`config.mk`:
```
export PLATFORM = sky130hd
export DESIGN_NAME = range_to_prefix_split_top_flat
export DESIGN_NICKNAME = d
export VERILOG_FILES = /design/src/hdl/rps_pkg.sv /design/src/hdl/rps_range_if.sv /design/src/hdl/rps_datapath.sv /design/src/hdl/rps_ctrl.sv /design/src/hdl/range_to_prefix_split_top.sv /design/src/flat_wrapper.sv
export VERILOG_INCLUDE_DIRS = /design/src /design/src/hdl
export SDC_FILE = /design/constraint.sdc
export NUM_CORES = 1
export LEC_CHECK = 0
export BUFFER_PORTS_ARGS = -buffer_cell sky130_fd_sc_hd__buf_2
export CAP_MARGIN = 20
export CORE_MARGIN = 2
export CORE_UTILIZATION = 40
export CTS_CLUSTER_SIZE = 20
export DETAILED_ROUTE_END_ITERATION = 12
export GPL_ROUTABILITY_DRIVEN = 0
export PLACE_DENSITY_LB_ADDON = 0.1
export SETUP_SLACK_MARGIN = 0.3
export SYNTH_ARGS = -nofsm -noshare
export SYNTH_HDL_FRONTEND = slang
export SYNTH_SLANG_ARGS = --single-unit
```
`constraint.sdc`:
```
create_clock -name clk_i -period 5.05 [get_ports clk_i]
set_input_delay 1.01 -clock clk_i [delete_from_list [all_inputs] [get_ports clk_i]]
set_output_delay 1.01 -clock clk_i [all_outputs]
set_load 0.005 [all_outputs]
```
`src/hdl/range_to_prefix_split_top_macros.svh`:
```
// ---------------------------------------------------------------------------
// range_to_prefix_split_top_macros.svh
// Assertion macros shared by the range splitter RTL.
// ---------------------------------------------------------------------------
`ifndef RANGE_TO_PREFIX_SPLIT_TOP_MACROS_SVH
`define RANGE_TO_PREFIX_SPLIT_TOP_MACROS_SVH

`ifndef SYNTHESIS
// The property must hold on every clock edge outside reset.
`define RPS_ASSERT(lbl, clk, rstn, prop) \
  lbl: assert property (@(posedge clk) disable iff (!rstn) (prop)) \
    else $error("rps assertion failed");
// The condition must never be true outside reset.
`define RPS_NEVER(lbl, clk, rstn, cond) \
  lbl: assert property (@(posedge clk) disable iff (!rstn) !(cond)) \
    else $error("rps forbidden condition seen");
`else
`define RPS_ASSERT(lbl, clk, rstn, prop)
`define RPS_NEVER(lbl, clk, rstn, cond)
`endif

`endif

```
`src/hdl/rps_pkg.sv`:
```
// ---------------------------------------------------------------------------
// rps_pkg
// Widths and controller/datapath handshake types of the range splitter.
// ---------------------------------------------------------------------------
package rps_pkg;

  localparam int unsigned AddrBits = 32;
  localparam int unsigned KBits    = $clog2(AddrBits + 2);
  localparam int unsigned LenBits  = 6;

  typedef logic [AddrBits-1:0] addr_t;
  typedef logic [AddrBits:0]   wide_t;
  typedef logic [KBits-1:0]    kexp_t;

  // Commands from the controller to the datapath.
  typedef struct packed {
    logic load;
    logic emit;
    logic k_inc;
    logic k_dec;
  } cmd_t;

  // Status from the datapath to the controller.
  typedef struct packed {
    logic empty;
    logic bit_set;
    logic fits;
    logic rem_bit;
    logic last;
    logic out_free;
  } status_t;

endpackage

```
`src/hdl/rps_range_if.sv`:
```
// ---------------------------------------------------------------------------
// rps_range_if / rps_block_if
// Valid/ready channels for input ranges and output prefix blocks.
// ---------------------------------------------------------------------------
interface rps_range_if import rps_pkg::*; ();
  logic  valid;
  logic  ready;
  addr_t range_start;
  addr_t range_end;

  modport source (output valid, output range_start, output range_end, input ready);
  modport sink   (input valid, input range_start, input range_end, output ready);
endinterface

interface rps_block_if import rps_pkg::*; ();
  logic               valid;
  logic               ready;
  addr_t              block_base;
  logic [LenBits-1:0] block_prefix_len;
  logic               last_block;

  modport source (output valid, output block_base, output block_prefix_len,
                  output last_block, input ready);
  modport sink   (input valid, input block_base, input block_prefix_len,
                  input last_block, output ready);
endinterface

```
`src/hdl/rps_datapath.sv`:
```
// ---------------------------------------------------------------------------
// rps_datapath
// Current address, remaining length, block exponent and output register.
// ---------------------------------------------------------------------------
`include "range_to_prefix_split_top_macros.svh"

module rps_datapath import rps_pkg::*; (
  input  logic               clk_i,
  input  logic               rst_ni,
  input  cmd_t               cmd_i,
  output status_t            status_o,
  input  addr_t              range_start_i,
  input  addr_t              range_end_i,
  output logic               out_valid_o,
  input  logic               out_ready_i,
  output addr_t              block_base_o,
  output logic [LenBits-1:0] block_prefix_len_o,
  output logic               last_block_o
);

  addr_t cur_q, cur_d;
  wide_t rem_q, rem_d;
  kexp_t k_q, k_d;
  wide_t size;

  logic               out_valid_q, out_valid_d;
  addr_t              base_q;
  logic [LenBits-1:0] len_q;
  logic               last_q;

  assign size = wide_t'(1) << k_q;

  always_comb begin
    status_o.empty    = range_start_i > range_end_i;
    status_o.bit_set  = (k_q == kexp_t'(AddrBits)) ||
                        cur_q[k_q[$clog2(AddrBits)-1:0]];
    status_o.fits     = size <= rem_q;
    status_o.rem_bit  = rem_q[k_q];
    status_o.last     = size == rem_q;
    status_o.out_free = !out_valid_q || out_ready_i;
  end

  always_comb begin
    cur_d = cur_q;
    rem_d = rem_q;
    k_d   = k_q;
    if (cmd_i.load) begin
      cur_d = range_start_i;
      rem_d = {1'b0, range_end_i} - {1'b0, range_start_i} + wide_t'(1);
      k_d   = '0;
    end else begin
      if (cmd_i.emit) begin
        cur_d = cur_q + size[AddrBits-1:0];
        rem_d = rem_q - size;
      end
      if (cmd_i.k_inc) begin
        k_d = k_q + kexp_t'(1);
      end else if (cmd_i.k_dec) begin
        k_d = k_q - kexp_t'(1);
      end
    end
  end

  always_comb begin
    out_valid_d = out_valid_q;
    if (cmd_i.emit) begin
      out_valid_d = 1'b1;
    end else if (out_ready_i) begin
      out_valid_d = 1'b0;
    end
  end

  always_ff @(posedge clk_i or negedge rst_ni) begin
    if (!rst_ni) begin
      out_valid_q <= 1'b0;
    end else begin
      out_valid_q <= out_valid_d;
    end
  end

  always_ff @(posedge clk_i) begin
    cur_q <= cur_d;
    rem_q <= rem_d;
    k_q   <= k_d;
    if (cmd_i.emit) begin
      base_q <= cur_q;
      len_q  <= LenBits'(AddrBits) - LenBits'(k_q);
      last_q <= size == rem_q;
    end
  end

  assign out_valid_o        = out_valid_q;
  assign block_base_o       = base_q;
  assign block_prefix_len_o = len_q;
  assign last_block_o       = last_q;

  // A block that goes out must fit in what is left and be aligned at its base.
  `RPS_ASSERT(a_emit_fits, clk_i, rst_ni, cmd_i.emit |-> size <= rem_q)
  `RPS_ASSERT(a_emit_aligned, clk_i, rst_ni,
              cmd_i.emit |-> ({1'b0, cur_q} & (size - wide_t'(1))) == '0)
  `RPS_NEVER(a_emit_overwrite, clk_i, rst_ni, cmd_i.emit && out_valid_q && !out_ready_i)
  `RPS_ASSERT(a_load_nonempty, clk_i, rst_ni,
              cmd_i.load && !status_o.empty |=> rem_q != '0)

endmodule

```
`src/hdl/rps_ctrl.sv`:
```
// ---------------------------------------------------------------------------
// rps_ctrl
// Walks the block exponent up while the start is aligned, then down
// through the set bits of the remaining length.
// ---------------------------------------------------------------------------
`include "range_to_prefix_split_top_macros.svh"

module rps_ctrl import rps_pkg::*; (
  input  logic    clk_i,
  input  logic    rst_ni,
  input  logic    in_valid_i,
  output logic    in_ready_o,
  input  status_t status_i,
  output cmd_t    cmd_o
);

  localparam logic [1:0] StIdle = 2'd0;
  localparam logic [1:0] StAsc  = 2'd1;
  localparam logic [1:0] StDesc = 2'd2;

  logic [1:0] state_q, state_d;

  always_comb begin
    state_d    = state_q;
    cmd_o      = '0;
    in_ready_o = 1'b0;
    case (state_q)
      StIdle: begin
        in_ready_o = 1'b1;
        if (in_valid_i) begin
          cmd_o.load = 1'b1;
          if (!status_i.empty) begin
            state_d = StAsc;
          end
        end
      end
      StAsc: begin
        if (status_i.bit_set) begin
          if (status_i.fits) begin
            if (status_i.out_free) begin
              cmd_o.emit  = 1'b1;
              cmd_o.k_inc = 1'b1;
              if (status_i.last) begin
                state_d = StIdle;
              end
            end
          end else begin
            // The aligned block overruns the end: sizes only shrink from here.
            cmd_o.k_dec = 1'b1;
            state_d     = StDesc;
          end
        end else begin
          cmd_o.k_inc = 1'b1;
        end
      end
      StDesc: begin
        if (status_i.rem_bit) begin
          if (status_i.out_free) begin
            cmd_o.emit  = 1'b1;
            cmd_o.k_dec = 1'b1;
            if (status_i.last) begin
              state_d = StIdle;
            end
          end
        end else begin
          cmd_o.k_dec = 1'b1;
        end
      end
      default: begin
        state_d = StIdle;
      end
    endcase
  end

  always_ff @(posedge clk_i or negedge rst_ni) begin
    if (!rst_ni) begin
      state_q <= StIdle;
    end else begin
      state_q <= state_d;
    end
  end

  `RPS_ASSERT(a_last_ends, clk_i, rst_ni,
              cmd_o.emit && status_i.last |=> state_q == StIdle)
  `RPS_NEVER(a_load_busy, clk_i, rst_ni, cmd_o.load && state_q != StIdle)
  `RPS_ASSERT(a_empty_stays, clk_i, rst_ni,
              cmd_o.load && status_i.empty |=> state_q == StIdle)

endmodule

```
`src/hdl/range_to_prefix_split_top.sv`:
```
// Range splitter: one inclusive range in, its minimal aligned prefix blocks out.
// Operation: the range is loaded, then the block-size exponent
// walks up from 0 and back down.
// Throughput: one range at a time, at most one block per cycle, plus output stalls.
// Reset: asynchronous, active low; clears the controller and the output valid.
// ---------------------------------------------------------------------------
// range_to_prefix_split_top
// Top level: controller and datapath joined by command and status structs.
// ---------------------------------------------------------------------------
module range_to_prefix_split_top import rps_pkg::*; (
  input  logic          clk_i,
  input  logic          rst_ni,
  rps_range_if.sink     range_i,
  rps_block_if.source   block_o
);

  cmd_t    cmd;
  status_t status;

  rps_ctrl u_ctrl (
    .clk_i      (clk_i),
    .rst_ni     (rst_ni),
    .in_valid_i (range_i.valid),
    .in_ready_o (range_i.ready),
    .status_i   (status),
    .cmd_o      (cmd)
  );

  rps_datapath u_datapath (
    .clk_i              (clk_i),
    .rst_ni             (rst_ni),
    .cmd_i              (cmd),
    .status_o           (status),
    .range_start_i      (range_i.range_start),
    .range_end_i        (range_i.range_end),
    .out_valid_o        (block_o.valid),
    .out_ready_i        (block_o.ready),
    .block_base_o       (block_o.block_base),
    .block_prefix_len_o (block_o.block_prefix_len),
    .last_block_o       (block_o.last_block)
  );

endmodule

```
`src/flat_wrapper.sv`:
```
// flat-port wrapper written by rule: the top's interface ports become plain ports
module range_to_prefix_split_top_flat import rps_pkg::*;
  (clk_i, rst_ni, range_i_valid, range_i_range_start, range_i_range_end, range_i_ready, block_o_valid, block_o_block_base, block_o_block_prefix_len, block_o_last_block, block_o_ready);
  rps_range_if range_i_i ();
  rps_block_if block_o_i ();
  input  logic clk_i;
  input  logic rst_ni;
  input wire logic [$bits(range_i_i.valid)-1:0] range_i_valid;
  input wire logic [$bits(range_i_i.range_start)-1:0] range_i_range_start;
  input wire logic [$bits(range_i_i.range_end)-1:0] range_i_range_end;
  output wire logic [$bits(range_i_i.ready)-1:0] range_i_ready;
  output wire logic [$bits(block_o_i.valid)-1:0] block_o_valid;
  output wire logic [$bits(block_o_i.block_base)-1:0] block_o_block_base;
  output wire logic [$bits(block_o_i.block_prefix_len)-1:0] block_o_block_prefix_len;
  output wire logic [$bits(block_o_i.last_block)-1:0] block_o_last_block;
  input wire logic [$bits(block_o_i.ready)-1:0] block_o_ready;
  assign range_i_i.valid = range_i_valid;
  assign range_i_i.range_start = range_i_range_start;
  assign range_i_i.range_end = range_i_range_end;
  assign range_i_ready = range_i_i.ready;
  assign block_o_valid = block_o_i.valid;
  assign block_o_block_base = block_o_i.block_base;
  assign block_o_block_prefix_len = block_o_i.block_prefix_len;
  assign block_o_last_block = block_o_i.last_block;
  assign block_o_i.ready = block_o_ready;
  range_to_prefix_split_top u_core (.clk_i(clk_i), .rst_ni(rst_ni), .range_i(range_i_i), .block_o(block_o_i));
endmodule
```
# Word level (Yosys, flattened, before mapping)
# Cells that the tools add are included.
# op_classes
muxes	35
n_eq_ne	8
order_cmp	4
add_sub_neg	7
reduce_logical	8
shifts	1
# ops
operator	n
$mux W33	2
$mux W32	2
$add A33 B1 Y33 const B	1
$eq A33 B33 Y1	1
$le A33 B33 Y1	1
$shl A1 B6 Y33 const A	1
$sub A32 B32 Y33	1
$sub A33 B33 Y33	1
$add A32 B32 Y32	1
$gt A32 B32 Y1	1
$mux W2	9
$mux W1	15
$mux W6	2
$lt A6 B7 Y1 const B	1
$add A6 B1 Y6 const B	1
$bmux W1 S6	1
$eq A6 B6 Y1 const B	1
$lt A5 B6 Y1 const B	1
$pmux W2 S3	1
$reduce_bool A2 Y1	3
$sub A6 B1 Y6 const B	1
$sub A6 B6 Y6 const A	1
$bmux W1 S5	1
$ne A2 B1 Y1 const B	2
8 further kinds	11
# word_totals
regBits	113
output_inout_bits	41
inputBits	68
word_cells	71

# Depth between registers and ports, before layout
# Gate-level depths: netlist of run 1.
# depth
ltp_word	8
depth_mapped	24
mapped_depth_nobuf	22

# Hierarchy
# A second synthesis of run 1 with hierarchy kept.
# hier_totals
hier_cells	1281
area_unflattened_um2	11523.6
# by_module_without_submodules
module	area_each_um2	cells_per_inst	n_inst	seq_area_each_um2
rps_datapath	11268.3	1250	1	3268.1
rps_ctrl	255.2	31	1	50.0

# Worst setup path after synthesis of run 1
# Ideal clock, no wire load.
# synth_timing
kind	register to register
startpoint	register u_core.u_datapath.k_q[1]
endpoint	register u_core.u_datapath.cur_q[0], enable pin
path_stages_with_launch	18
t_required_ns	4.353
path_slack_ns	-0.414
arrival_time_ns	4.767
n_path_buf	2
synth_period_minus_slack_ns	5.464
setup_ns	0.697
path_cell_list	dfxtp_1 -> buf_4 -> buf_1 -> inv_1 -> ha_1 -> and2_1 -> nand2_1 -> ha_1 -> nor2b_4 -> o31a_1 -> o311a_1 -> a221oi_2 -> nand3_2 -> a31o_1 -> or2_1 -> a22o_1 -> nand3_1 -> nand2_1
# synth_between
elab_chain_cells	6
elab_cells_between_ends	13
cone_classes	1 x order compare; 1 x eq/ne; 1 x shift; 8 x mux; 2 x reduce/logical
# synth_rtl
element	line_no	source
start, declared	rps_datapath.sv:23	kexp_t k_q, k_d;
start signal, assigned	rps_datapath.sv:84	k_q <= k_d;
$shl A1 B6 Y33 or $bmux W1 S5 (tied branches)	rps_datapath.sv:31, rps_datapath.sv:36	
$le A33 B33 Y1 or $mux W1 (tied branches)	rps_datapath.sv:37, rps_datapath.sv:36	
$mux W2 or $logic_or A1 B1 Y1 (tied branches)	rps_ctrl.sv:39, rps_datapath.sv:35	
$mux W1	rps_ctrl.sv:38	if (status_i.bit_set) begin
$pmux W1 S2 *	rps_ctrl.sv:27	case (state_q)
$reduce_bool A2 Y1 (no line) *	n/a	
end signal, assigned	rps_datapath.sv:82	cur_q <= cur_d;
end, declared	rps_datapath.sv:21	addr_t cur_q, cur_d;
# Every way passes the cells marked *; elsewhere a longest branch is shown, timed or not. The select of a mux whose other input is x is not followed.
# A chain may end at the register's enable or synchronous reset.

# Worst setup path after layout of run 1
# layout_timing
startpoint	register u_core.u_datapath.k_q[5]
endpoint	register u_core.u_datapath.k_q[5]
# layout_between
elab_chain_cells	6
elab_cells_between_ends	18
cone_classes	2 x add/sub; 1 x order compare; 1 x eq/ne; 1 x shift; 11 x mux; 2 x reduce/logical
# layout_rtl
element	line_no	source
$shl A1 B6 Y33	rps_datapath.sv:31	assign size = wide_t'(1) << k_q;
$le A33 B33 Y1	rps_datapath.sv:37	status_o.fits = size <= rem_q;
$mux W1 or $mux W2 (tied branches)	rps_ctrl.sv:39	if (status_i.fits) begin
$mux W1	rps_ctrl.sv:38	
$pmux W1 S2 or $mux W1 (tied branches)	rps_ctrl.sv:27	
$reduce_bool A2 Y1 (no line) or $mux W6 (tied branches)	n/a	
# Several ways; a longest one is shown, not always the timed one. The select of a mux whose other input is x is not followed.

==> results of run 1 <==
## worst paths after layout
check / end
max: u_core.u_datapath.k_q[5]
min: u_core.u_datapath.out_valid_o
max reg2reg: u_core.u_datapath.k_q[5]
min reg2reg: u_core.u_datapath.block_base_o[12]
max in group asynchronous: u_core.u_ctrl.state_q[0]
min in group clk_i: u_core.u_datapath.block_base_o[12]
## power breakdown
group	switching, W	internal (W)
registers	0.000334	0.00179
logic	0.00290	0.00212
clock network	0.000438	0.000714
## sequential cells by signal, summed over array words and instances, names as in the netlist
signal                                flops
u_core.u_datapath.out_valid_o             1
u_core.u_datapath.rem_q                  33
u_core.u_ctrl.state_q                     2
u_core.u_datapath.last_block_o            1
u_core.u_datapath.block_base_o           32
u_core.u_datapath.block_prefix_len_o      6
u_core.u_datapath.cur_q                  32
u_core.u_datapath.k_q                     6
## per-layer routing
layer  vias up  track usage  routed length (um)
li1       4902            -                   -
met1      4693        0.335               16600
met2       324        0.336               14500
met3        43       0.0301                2100
met4         0       0.0674                 727
met5         -            0                   0
## worst reg2reg max path: cells and delay by family, from the launching register on
kind | cells | cell delay, ns
flops | 1 | 0.32
fa+ha+maj | 2 | 0.45
compound gates | 10 | 2.10
simple gates | 6 | 1.22
buf+inv | 2 | 0.30
## logic make-up after synthesis
kind of cell / synth area share
multiplexers: 0.0440
AO/OA/AOI/OAI: 0.205
buffers and inverters: 0.0561
flip-flops: 0.290
adder cells (fa/ha/maj): 0.196
XOR/XNOR: 0.0551
AND/OR/NAND/NOR: 0.154
## final cells by class
class                           instances  share of cell area
Clock buffer                           19              0.0328
Sequential cell                       113               0.251
Clock inverter                         12             0.00900
Inverter                              130              0.0370
Timing Repair Buffer                  134              0.0591
Antenna cell                            1            0.000190
Multi-Input combinational cell        998               0.575
Tap cell                              378              0.0358
## metrics by stage
stage | cell area [um2] | hold WS (ns) | total power [W]
after floorplan | 11500 | 0.451 | 0.00555
after global placement | 12500 | 0.484 | 0.00693
after detailed placement | 12500 | 0.490 | 0.00693
after CTS | 13100 | 0.361 | 0.00817
after global routing | 13200 | 0.359 | 0.00891
final | 13200 | 0.372 | 0.00830
## placed cells by master, fill, tap and decap left out, drive strengths merged, types with 40 or more instances in the layout
master | netlist | final
edfxtp | 104 | 104
a21o | 47 | 47
xnor2 | 40 | 40
ha | 173 | 173
a21oi | 112 | 112
o21ai | 79 | 79
nand2 | 106 | 106
nor2 | 81 | 81
inv | 130 | 130
buf | 9 | 134
## what timing repair did
item | 4_1_cts | 5_1_grt
gates resized for setup | 6 | 22
endpoints found under the setup margin | 1 | 1
gates cloned | 0 | 0
pin swaps | 2 | 7
setup buffers | 1 | 5
==> impl_metrics.json, run 1 <==
{
  "dr.first_iter.drc_count": 740,
  "grt-ovfl-total": 0,
  "placedCellCount": 1747,
  "remaining_drc_errors": 0,
  "via_count": 9962,
  "yosysWarningCount": 0,
  "final_period_minus_worst_setup_slack_ns": 4.53,
  "max_slew_margin": 0.483,
  "path_max_fanout": 12,
  "max_cap_viol_count": 0,
  "synth_cell_type_count": 78,
  "postSynth.topFlopCell": "sky130_fd_sc_hd__edfxtp_1",
  "route.final.wire_length_um": 33900,
  "hold_viol": 0,
  "clk_path_buf_depth": 2,
  "final_util": 0.471,
  "synthesis.area_per_instance_um2": 8.97,
  "worstSetupStartpoint": "u_core.u_datapath.k_q[5]",
  "critical_path_cell_with_the_highest_stage_delay": "sky130_fd_sc_hd__o311a_4",
  "cts-hold-fix-buffers": 0,
  "cpPeakStageDelay_ns": 0.38,
  "die_area_um2": 30000,
  "post_synth_main_area_contributors": "sky130_fd_sc_hd__edfxtp_1, sky130_fd_sc_hd__ha_1, sky130_fd_sc_hd__a21oi_1",
  "path_clk_slew_ns": 0.06,
  "setup_ws_ns": 0.524,
  "ys_seq_elements": 113,
  "clock_sinks": 113,
  "dp.final_hpwl_um": 27300,
  "r2r_start": "u_core.u_datapath.k_q[5]",
  "fin_setup_tns_ns": 0,
  "viasPerCell": 5.58,
  "highest_clock_rate_mhz": 221,
  "clk_latency_ns": 0.42,
  "worstSetupEndpointType": "flop",
  "worst_r2r_path_depth": 20,
  "synth_edf_count": 104,
  "synth_cells": 1275,
  "worst-endpoint-arrival_ns": 4.83,
  "synth.cells.most_frequent": "sky130_fd_sc_hd__ha_1, sky130_fd_sc_hd__inv_1, sky130_fd_sc_hd__a21oi_1",
  "synth_async_sr_flop_share": 0.0265,
  "synth_largest_type_area_fraction": 0.273,
  "instances_no_fill": 1785,
  "pin_count_of_the_biggest_net_entering_global_routing": 66,
  "hp-class": "in -> async",
  "final-setup-viol-count": 0,
  "start_util": 0.408,
  "leakage_nw": 6.07,
  "timing.critical_path.cells": "buf_4, nor2_1, and2_2, nand2_1, ha_1, or2_2, o311a_4, a221oi_4, nand3_2, a31o_4, o31a_2, inv_2, ha_1, a21o_1, a21oi_2, o21bai_1, a21oi_2, o21ai_2, nor3b_2, a211oi_2",
  "tritoncts.num_buffers": 17,
  "critPathLaunchType": "flop",
  "die_x_um": 173,
  "skew_ns": 0.00799,
  "ff_latch_area_um2": 3320,
  "ctsRootBufferMaster": "sky130_fd_sc_hd__clkbuf_16",
  "port-buffer-count": 108,
  "antenna_violations_before_repair": 1,
  "pin_count": 109,
  "path_delay_family": "compound AO/OA/AOI/OAI gates",
  "clock_tree_from_tritoncts": "built",
  "synthToLayoutAreaGrowth_pct": 15.4,
  "library_cell_occupying_the_most_area_in_the_post_synthesis_netlist": "sky130_fd_sc_hd__edfxtp_1",
  "run_status": "finished clean",
  "number_of_filler_instances_in_the_final_layout": 2749,
  "unrepaired_setup_endpoints_after_global_routing": "no",
  "detail_route.wl_per_cell_um": 19.0,
  "pwr_density_cell_nw_per_um2": 629,
  "ff2ff_setup_slack_ns": 0.52,
  "die_height_um": 173,
  "crit_cells": 20,
  "design.core.area_um2": 28000,
  "preCtsSetupSlack_ns": 0.148,
  "cts.htree.levels": 4,
  "post_route_cells_drive_above_1_share": 0.163,
  "timing.critical_path.required_ns": 5.35,
  "layout_worst_path_cycle_share": 0.896,
  "worst-path-buf-inv": 2,
  "std_cell_rows": 61,
  "worst_pin_slew_ns": 0.775,
  "nNetsFinal": 1639,
  "antenna_violating_nets_post_route": 0,
  "vdd_drop_max_mv": 0.283,
  "synth.net_count": 1520,
  "first_global_vias": 9448,
  "grt_first_pass_wirelength_um": 52600,
  "drt_pass1_iterations": 5,
  "crit_type": "reg -> reg",
  "slew_violations": 0,
  "multiInputGateArea_um2": 7590,
  "post_synth_instance_area_um2": 11400,
  "synth.yosys.seq_area_share": 0.290,
  "grt_usage": 0.224,
  "synth_most_common_cell": "sky130_fd_sc_hd__ha_1"
}
(Power assumes the default switching activity.)
==> run 2: changes to the inputs <==
Clock period 5.05 ns to 4 ns, I/O delays scaled along.
==> run 2 against run 1 <==
  * The run now ends with setup timing left
  * Critical path depth unchanged
  * Via count grew 10%
  * Count of clock-buffer cells in the layout fell by 1
  * Global-route usage up 2.5 points
  * Register-to-register slack lost 0.75 ns
  * Sequential share of layout area shrank 4.3 points
  * Worst hold slack lost 0.22 ns
  * Die area did not move
  * Final area increased by 21%
==> impl_metrics.json, run 2 (synthesis results as in run 1) <==
{
  "worstSetupEndpointType": "flop",
  "regMostFlops": "u_core.u_datapath.rem_q",
  "path_max_fanout": 4,
  "design.core.area_um2": 28000,
  "ctsRootBufferMaster": "sky130_fd_sc_hd__clkbuf_16",
  "grt-ovfl-total": 0,
  "failed_checks": "setup timing",
  "std_cell_rows": 61,
  "cpMostUsedCell": "sky130_fd_sc_hd__a21oi_2",
  "stdcell_area_um2": 16000,
  "tritoncts.num_buffers": 17,
  "grt_first_pass_wirelength_um": 58200,
  "run_status": "complete, but fails checks",
  "highest_clock_rate_mhz": 237,
  "via_count": 11000,
  "clock_tree_from_tritoncts": "built",
  "remaining_drc_errors": 0,
  "clk_latency_ns": 0.43,
  "critPathLaunchType": "flop",
  "unrepaired_setup_endpoints_after_global_routing": "yes",
  "die_x_um": 173,
  "preCtsSetupSlack_ns": -0.323,
  "path_clk_slew_ns": 0.06,
  "nNetsFinal": 1874,
  "leakage_nw": 7.46,
  "antenna_cells": 0,
  "placed_area_um2": 14000,
  "post_route_cells_drive_above_1_share": 0.340,
  "final-setup-viol-count": 82,
  "max_cap_viol_count": 0,
  "dr.first_iter.drc_count": 742,
  "vdd_drop_max_mv": 0.423,
  "worst_pin_slew_ns": 0.685,
  "timing.critical_path.required_ns": 4.32,
  "timing.critical_path.cells": "nor2_2, and2_4, nand2_2, ha_1, nor2b_4, o31a_1, o311a_4, a221oi_4, nand3_2, a31o_1, o31a_2, inv_4, ha_4, a21o_1, a21oi_2, o21bai_1, a21oi_2, o21ai_2, nor3b_2, a211oi_2",
  "clk_path_buf_depth": 2,
  "crit_type": "reg -> reg",
  "viasPerCell": 5.45,
  "cpPeakStageDelay_ns": 0.38,
  "hold_viol": 0,
  "clock_sinks": 113,
  "antenna_violating_nets_post_route": 0,
  "mostFrequentLayoutCells": "sky130_fd_sc_hd__buf_4, sky130_fd_sc_hd__ha_1, sky130_fd_sc_hd__inv_1",
  "die_height_um": 173,
  "slew_violations": 0,
  "skew_ns": 0.0107,
  "first_global_vias": 10500,
  "start_util": 0.408,
  "largest_register_ffs": 33,
  "die_area_um2": 30000,
  "final_common_cell": "sky130_fd_sc_hd__buf_4",
  "layout_worst_path_cycle_share": 1.06,
  "route.final.wire_length_um": 38500,
  "drt_pass1_iterations": 5,
  "synthToLayoutAreaGrowth_pct": 39.8,
  "grt_usage": 0.249,
  "pin_count_of_the_biggest_net_entering_global_routing": 41,
  "hp-class": "in -> async",
  "pwr_density_cell_nw_per_um2": 840,
  "worst-endpoint-arrival_ns": 4.54,
  "final_period_minus_worst_setup_slack_ns": 4.22,
  "port-buffer-count": 108,
  "setup_ws_ns": -0.223,
  "critical_path_cell_with_the_highest_stage_delay": "sky130_fd_sc_hd__dfxtp_1",
  "cts.htree.levels": 4,
  "max_slew_margin": 0.543,
  "pin_count": 109,
  "dp.final_hpwl_um": 29800,
  "detail_route.wl_per_cell_um": 19.0,
  "antenna_violations_before_repair": 0
}
## run 2: changes by cell type in the layout (fill, tap and decap cells not counted), sizes merged
| cell | delta |
|---|---|
| a211o | +1 |
| buf | +231 |
| bufinv | +2 |
| clkbuf | +1 |
| clkinv | +2 |
| clkinvlp | -1 |
| diode | -1 |
| inv | -1 |
| nand2 | +1 |
## run 2: area by class of cell
| type | count | area [um2] |
|---|---|---|
| Fill cell | 2553 | 12000 |
| Multi-Input combinational cell | 1000 | 8250 |
| Sequential cell | 113 | 3330 |
| Timing Repair Buffer | 367 | 2820 |
| Inverter | 130 | 508 |
| Tap cell | 378 | 473 |
| Clock buffer | 18 | 429 |
| Clock inverter | 14 | 190 |
## run 2: timing repair
item,CTS,global route
cloned,7,4
buffers inserted,17,22
hold buffers,0,0
endpoints found under the hold margin,0,0
endpoints found under the setup margin,127,137
pin swaps,27,67
resized for setup,54,130
## run 2: path summary, 6_finish.rpt
| kind | slack [ns] | from | to | cells after the start |
|---|---|---|---|---|
| setup / recovery | -0.22 | u_core.u_datapath.k_q[5] | u_core.u_datapath.k_q[5] | 20 |
| max in group asynchronous | 3.73 | rst_ni | u_core.u_ctrl.state_q[0] | 1 |
| setup reg to reg | -0.22 | u_core.u_datapath.k_q[5] | u_core.u_datapath.k_q[5] | 20 |
| hold / removal | 0.16 | rst_ni | u_core.u_datapath.out_valid_o | 1 |
| min in group clk_i | 0.49 | u_core.u_datapath.cur_q[3] | u_core.u_datapath.block_base_o[3] | 0 |
| hold reg to reg | 0.49 | u_core.u_datapath.cur_q[3] | u_core.u_datapath.block_base_o[3] | 0 |
## run 2: per-stage QoR
stage | instances | setup TNS, ns | total power (W) | utilization | hold slack (ns)
floorplan | 1275 | -9.19 | 0.00710 | - | 0.451
global placement | 1938 | -0.467 | 0.00990 | 0.501 | 0.481
detailed placement | 1938 | -0.892 | 0.00992 | 0.501 | 0.477
CTS | 1994 | -0.831 | 0.0124 | 0.541 | 0.145
global route | 2020 | -14.94 | 0.0143 | 0.571 | 0.150
finish | 2020 | -4.17 | 0.0134 | 0.571 | 0.157
## run 2: power breakdown
group	internal (W)	switching [W]	leakage [nW]
clock	0.00104	0.000601	0.300
sequential	0.00227	0.000464	1.06
combinational	0.00454	0.00453	6.10
total	0.00784	0.00560	7.46
## run 2: worst max-delay path, delay by kind of cell (launching register included)
kind,cells,cell delay [ns]
flops,1,0.38
buf+inv,1,0.09
simple gates,6,0.91
fa+ha+maj,2,0.48
compound gates,11,2.24
## run 2: layer usage
layer	part of all wire	track usage	wire length (um)	up-vias
met5	0	0	0	-
met4	0.028	0.0780	1090	0
met3	0.051	0.0369	1980	63
met2	0.44	0.388	17000	359
met1	0.48	0.357	18400	5198
li1	-	-	-	5385
==> run 3: changes to the inputs <==
Settings changed: PLACE_DENSITY_LB_ADDON 0.1 to not set.
==> run 3 against run 2 <==
  * The run still ends with setup timing left
  * Maximum frequency shrank 0.12%
  * Flip-flop and latch count is the same
  * Total power grew 0.51%
  * Non-clock buffer count shrank 21
  * Die area is the same
  * Final area shrank 0.24%
  * Worst hold slack gained 0.016 ns
  * Final cell count shrank 1.0%
==> impl_metrics.json, run 3 (synthesis results as in run 1) <==
{
  "highest_clock_rate_mhz": 237,
  "final-setup-viol-count": 106,
  "clock_sinks": 113,
  "max_cap_viol_count": 0,
  "largest_register_ffs": 33,
  "final_period_minus_worst_setup_slack_ns": 4.23,
  "failed_checks": "setup timing",
  "ctsRootBufferMaster": "sky130_fd_sc_hd__clkbuf_16",
  "internal_power_w": 0.00785,
  "worstSetupEndpointType": "flop",
  "number_of_filler_instances_in_the_final_layout": 2461,
  "drt_pass1_iterations": 7,
  "antenna_violating_nets_post_route": 0,
  "synthToLayoutAreaGrowth_pct": 39.5,
  "leakage_nw": 7.39,
  "tritoncts.num_buffers": 17,
  "std_cell_rows": 61,
  "first_global_vias": 10300,
  "skew_ns": 0.00887,
  "power.share.switching": 0.419,
  "dp.final_hpwl_um": 28100,
  "cts-hold-fix-buffers": 0,
  "crit_type": "reg -> reg",
  "pwr_density_cell_nw_per_um2": 847,
  "cts.htree.levels": 4,
  "port-buffer-count": 108,
  "final_common_cell": "sky130_fd_sc_hd__buf_4",
  "post_route_cells_drive_above_1_share": 0.336,
  "ff2ff_setup_slack_ns": -0.23,
  "die_x_um": 173,
  "p_clk_frac": 0.124,
  "remaining_drc_errors": 0,
  "pin_count": 109,
  "layout_worst_path_cycle_share": 1.06,
  "pin_count_of_the_biggest_net_entering_global_routing": 30,
  "viasPerCell": 5.54,
  "route.final.wire_length_um": 37600,
  "worst-endpoint-arrival_ns": 4.55,
  "antenna_violations_before_repair": 0,
  "critPathLaunchType": "flop",
  "combPwrFrac": 0.677,
  "dr.first_iter.drc_count": 797,
  "instances_no_fill": 1999,
  "placedCellCount": 1908,
  "nNetsFinal": 1853,
  "detail_route.wl_per_cell_um": 18.8,
  "via_count": 11100,
  "start_util": 0.408,
  "unrepaired_setup_endpoints_after_global_routing": "yes",
  "grt-ovfl-total": 0,
  "timing.critical_path.required_ns": 4.32,
  "slew_violations": 0,
  "preCtsSetupSlack_ns": -0.360,
  "run_status": "complete, but fails checks",
  "mostFrequentLayoutCells": "sky130_fd_sc_hd__buf_4, sky130_fd_sc_hd__ha_1, sky130_fd_sc_hd__inv_1",
  "clk_path_buf_depth": 2,
  "die_area_um2": 30000,
  "clk_latency_ns": 0.43,
  "max_slew_margin": 0.642,
  "path_clk_slew_ns": 0.06,
  "vdd_drop_max_mv": 0.423,
  "grt_first_pass_wirelength_um": 56500,
  "die_height_um": 173,
  "hold_viol": 0,
  "clock_tree_from_tritoncts": "built",
  "setup_ws_ns": -0.228,
  "path_max_fanout": 4,
  "grt_usage": 0.240,
  "pwr-share-seq": 0.200,
  "worst_pin_slew_ns": 0.537,
  "regMostFlops": "u_core.u_datapath.rem_q",
  "antenna_cells": 0,
  "power_switching_w": 0.00566,
  "design.core.area_um2": 28000,
  "hp-class": "in -> async"
}
run 3: changes by cell type in the layout (fill, tap and decap cells not counted), moves of 3 or more:
cell and delta:
sky130_fd_sc_hd__a31oi_2 +3, sky130_fd_sc_hd__and2_4 -3, sky130_fd_sc_hd__ha_4 -4, sky130_fd_sc_hd__ha_2 +4, sky130_fd_sc_hd__inv_6 +3, sky130_fd_sc_hd__a31oi_1 -4
sky130_fd_sc_hd__buf_16 +7, sky130_fd_sc_hd__buf_4 -22, sky130_fd_sc_hd__buf_6 -5, sky130_fd_sc_hd__clkinv_2 -3
run 3: final timing paths:
check | startpoint | endpoint | cells past startpoint
worst max register to register | u_core.u_datapath.k_q[1] | u_core.u_datapath.k_q[5] | 22
worst min-delay path | rst_ni | u_core.u_datapath.out_valid_o | 1
worst max-delay path | u_core.u_datapath.k_q[1] | u_core.u_datapath.k_q[5] | 22
max in group asynchronous | rst_ni | u_core.u_ctrl.state_q[1] | 1
min in group clk_i | u_core.u_datapath.cur_q[3] | u_core.u_datapath.block_base_o[3] | 0
worst min register to register | u_core.u_datapath.cur_q[3] | u_core.u_datapath.block_base_o[3] | 0
run 3: stage by stage:
step | setup TNS [ns] | hold WS [ns] | total power, W | cell area, um2 | utilization
6_report | -12.83 | 0.173 | 0.0135 | 16000 | 0.570
5_1_grt | -27.58 | 0.171 | 0.0142 | 16000 | 0.570
4_1_cts | -7.65 | 0.169 | 0.0125 | 15200 | 0.543
3_5_place_dp | -1.01 | 0.483 | 0.00971 | 13800 | 0.493
2_1_floorplan | -9.19 | 0.451 | 0.00710 | 11600 | -
3_3_place_gp | -0.666 | 0.478 | 0.00966 | 13800 | 0.493
run 3: what timing repair did:
item / in CTS / in global routing
gates resized for setup: 71 / 124
endpoints found under the setup margin: 127 / 139
pin swaps: 27 / 74
buffers inserted: 20 / 27
cloned: 11 / 1
run 3: power groups by stage:
stage	logic (W)	clock network, W	registers, W
floorplan	0.00458	0	0.00252
global placement	0.00699	0	0.00267
detailed placement	0.00704	0	0.00267
CTS	0.00819	0.00167	0.00266
global route	0.00975	0.00173	0.00275
finish	0.00914	0.00167	0.00270
run 3: worst max-delay path, cell delays in order (launching register included):
cell and delay, ns:
sky130_fd_sc_hd__dfxtp_4 0.36, sky130_fd_sc_hd__inv_6 0.06, sky130_fd_sc_hd__ha_4 0.16, sky130_fd_sc_hd__ha_4 0.14
sky130_fd_sc_hd__nand2b_1 0.07, sky130_fd_sc_hd__nor3_2 0.22, sky130_fd_sc_hd__ha_2 0.25, sky130_fd_sc_hd__nor2b_4 0.05
sky130_fd_sc_hd__o31a_1 0.25, sky130_fd_sc_hd__o311a_1 0.34, sky130_fd_sc_hd__a221oi_2 0.34, sky130_fd_sc_hd__nand3_2 0.13
sky130_fd_sc_hd__a31o_1 0.22, sky130_fd_sc_hd__o31a_2 0.32, sky130_fd_sc_hd__inv_4 0.08, sky130_fd_sc_hd__ha_4 0.19
sky130_fd_sc_hd__a21o_1 0.18, sky130_fd_sc_hd__a21oi_2 0.14, sky130_fd_sc_hd__o21bai_1 0.09, sky130_fd_sc_hd__a21oi_2 0.19
sky130_fd_sc_hd__o21ai_2 0.10, sky130_fd_sc_hd__nor3b_2 0.18, sky130_fd_sc_hd__a211oi_2 0.06
run 3: cell type report:
class                      count  area [um2]  area share
multi-input combinational   1000        8280       0.519
sequential                   113        3330       0.208
timing repair buffer         346        2740       0.171
inverter                     130         505      0.0317
tap                          378         473      0.0296
clock buffer                  17         425      0.0267
clock inverter                15         209      0.0131
run 3: metal layers:
metal  wire [um]  vias to the layer above  global-route usage
li1            -                     5352                   -
met1       17100                     5236               0.341
met2       17100                      417               0.383
met3        2350                       63              0.0231
met4        1030                        0              0.0791
met5           0                        -                   0
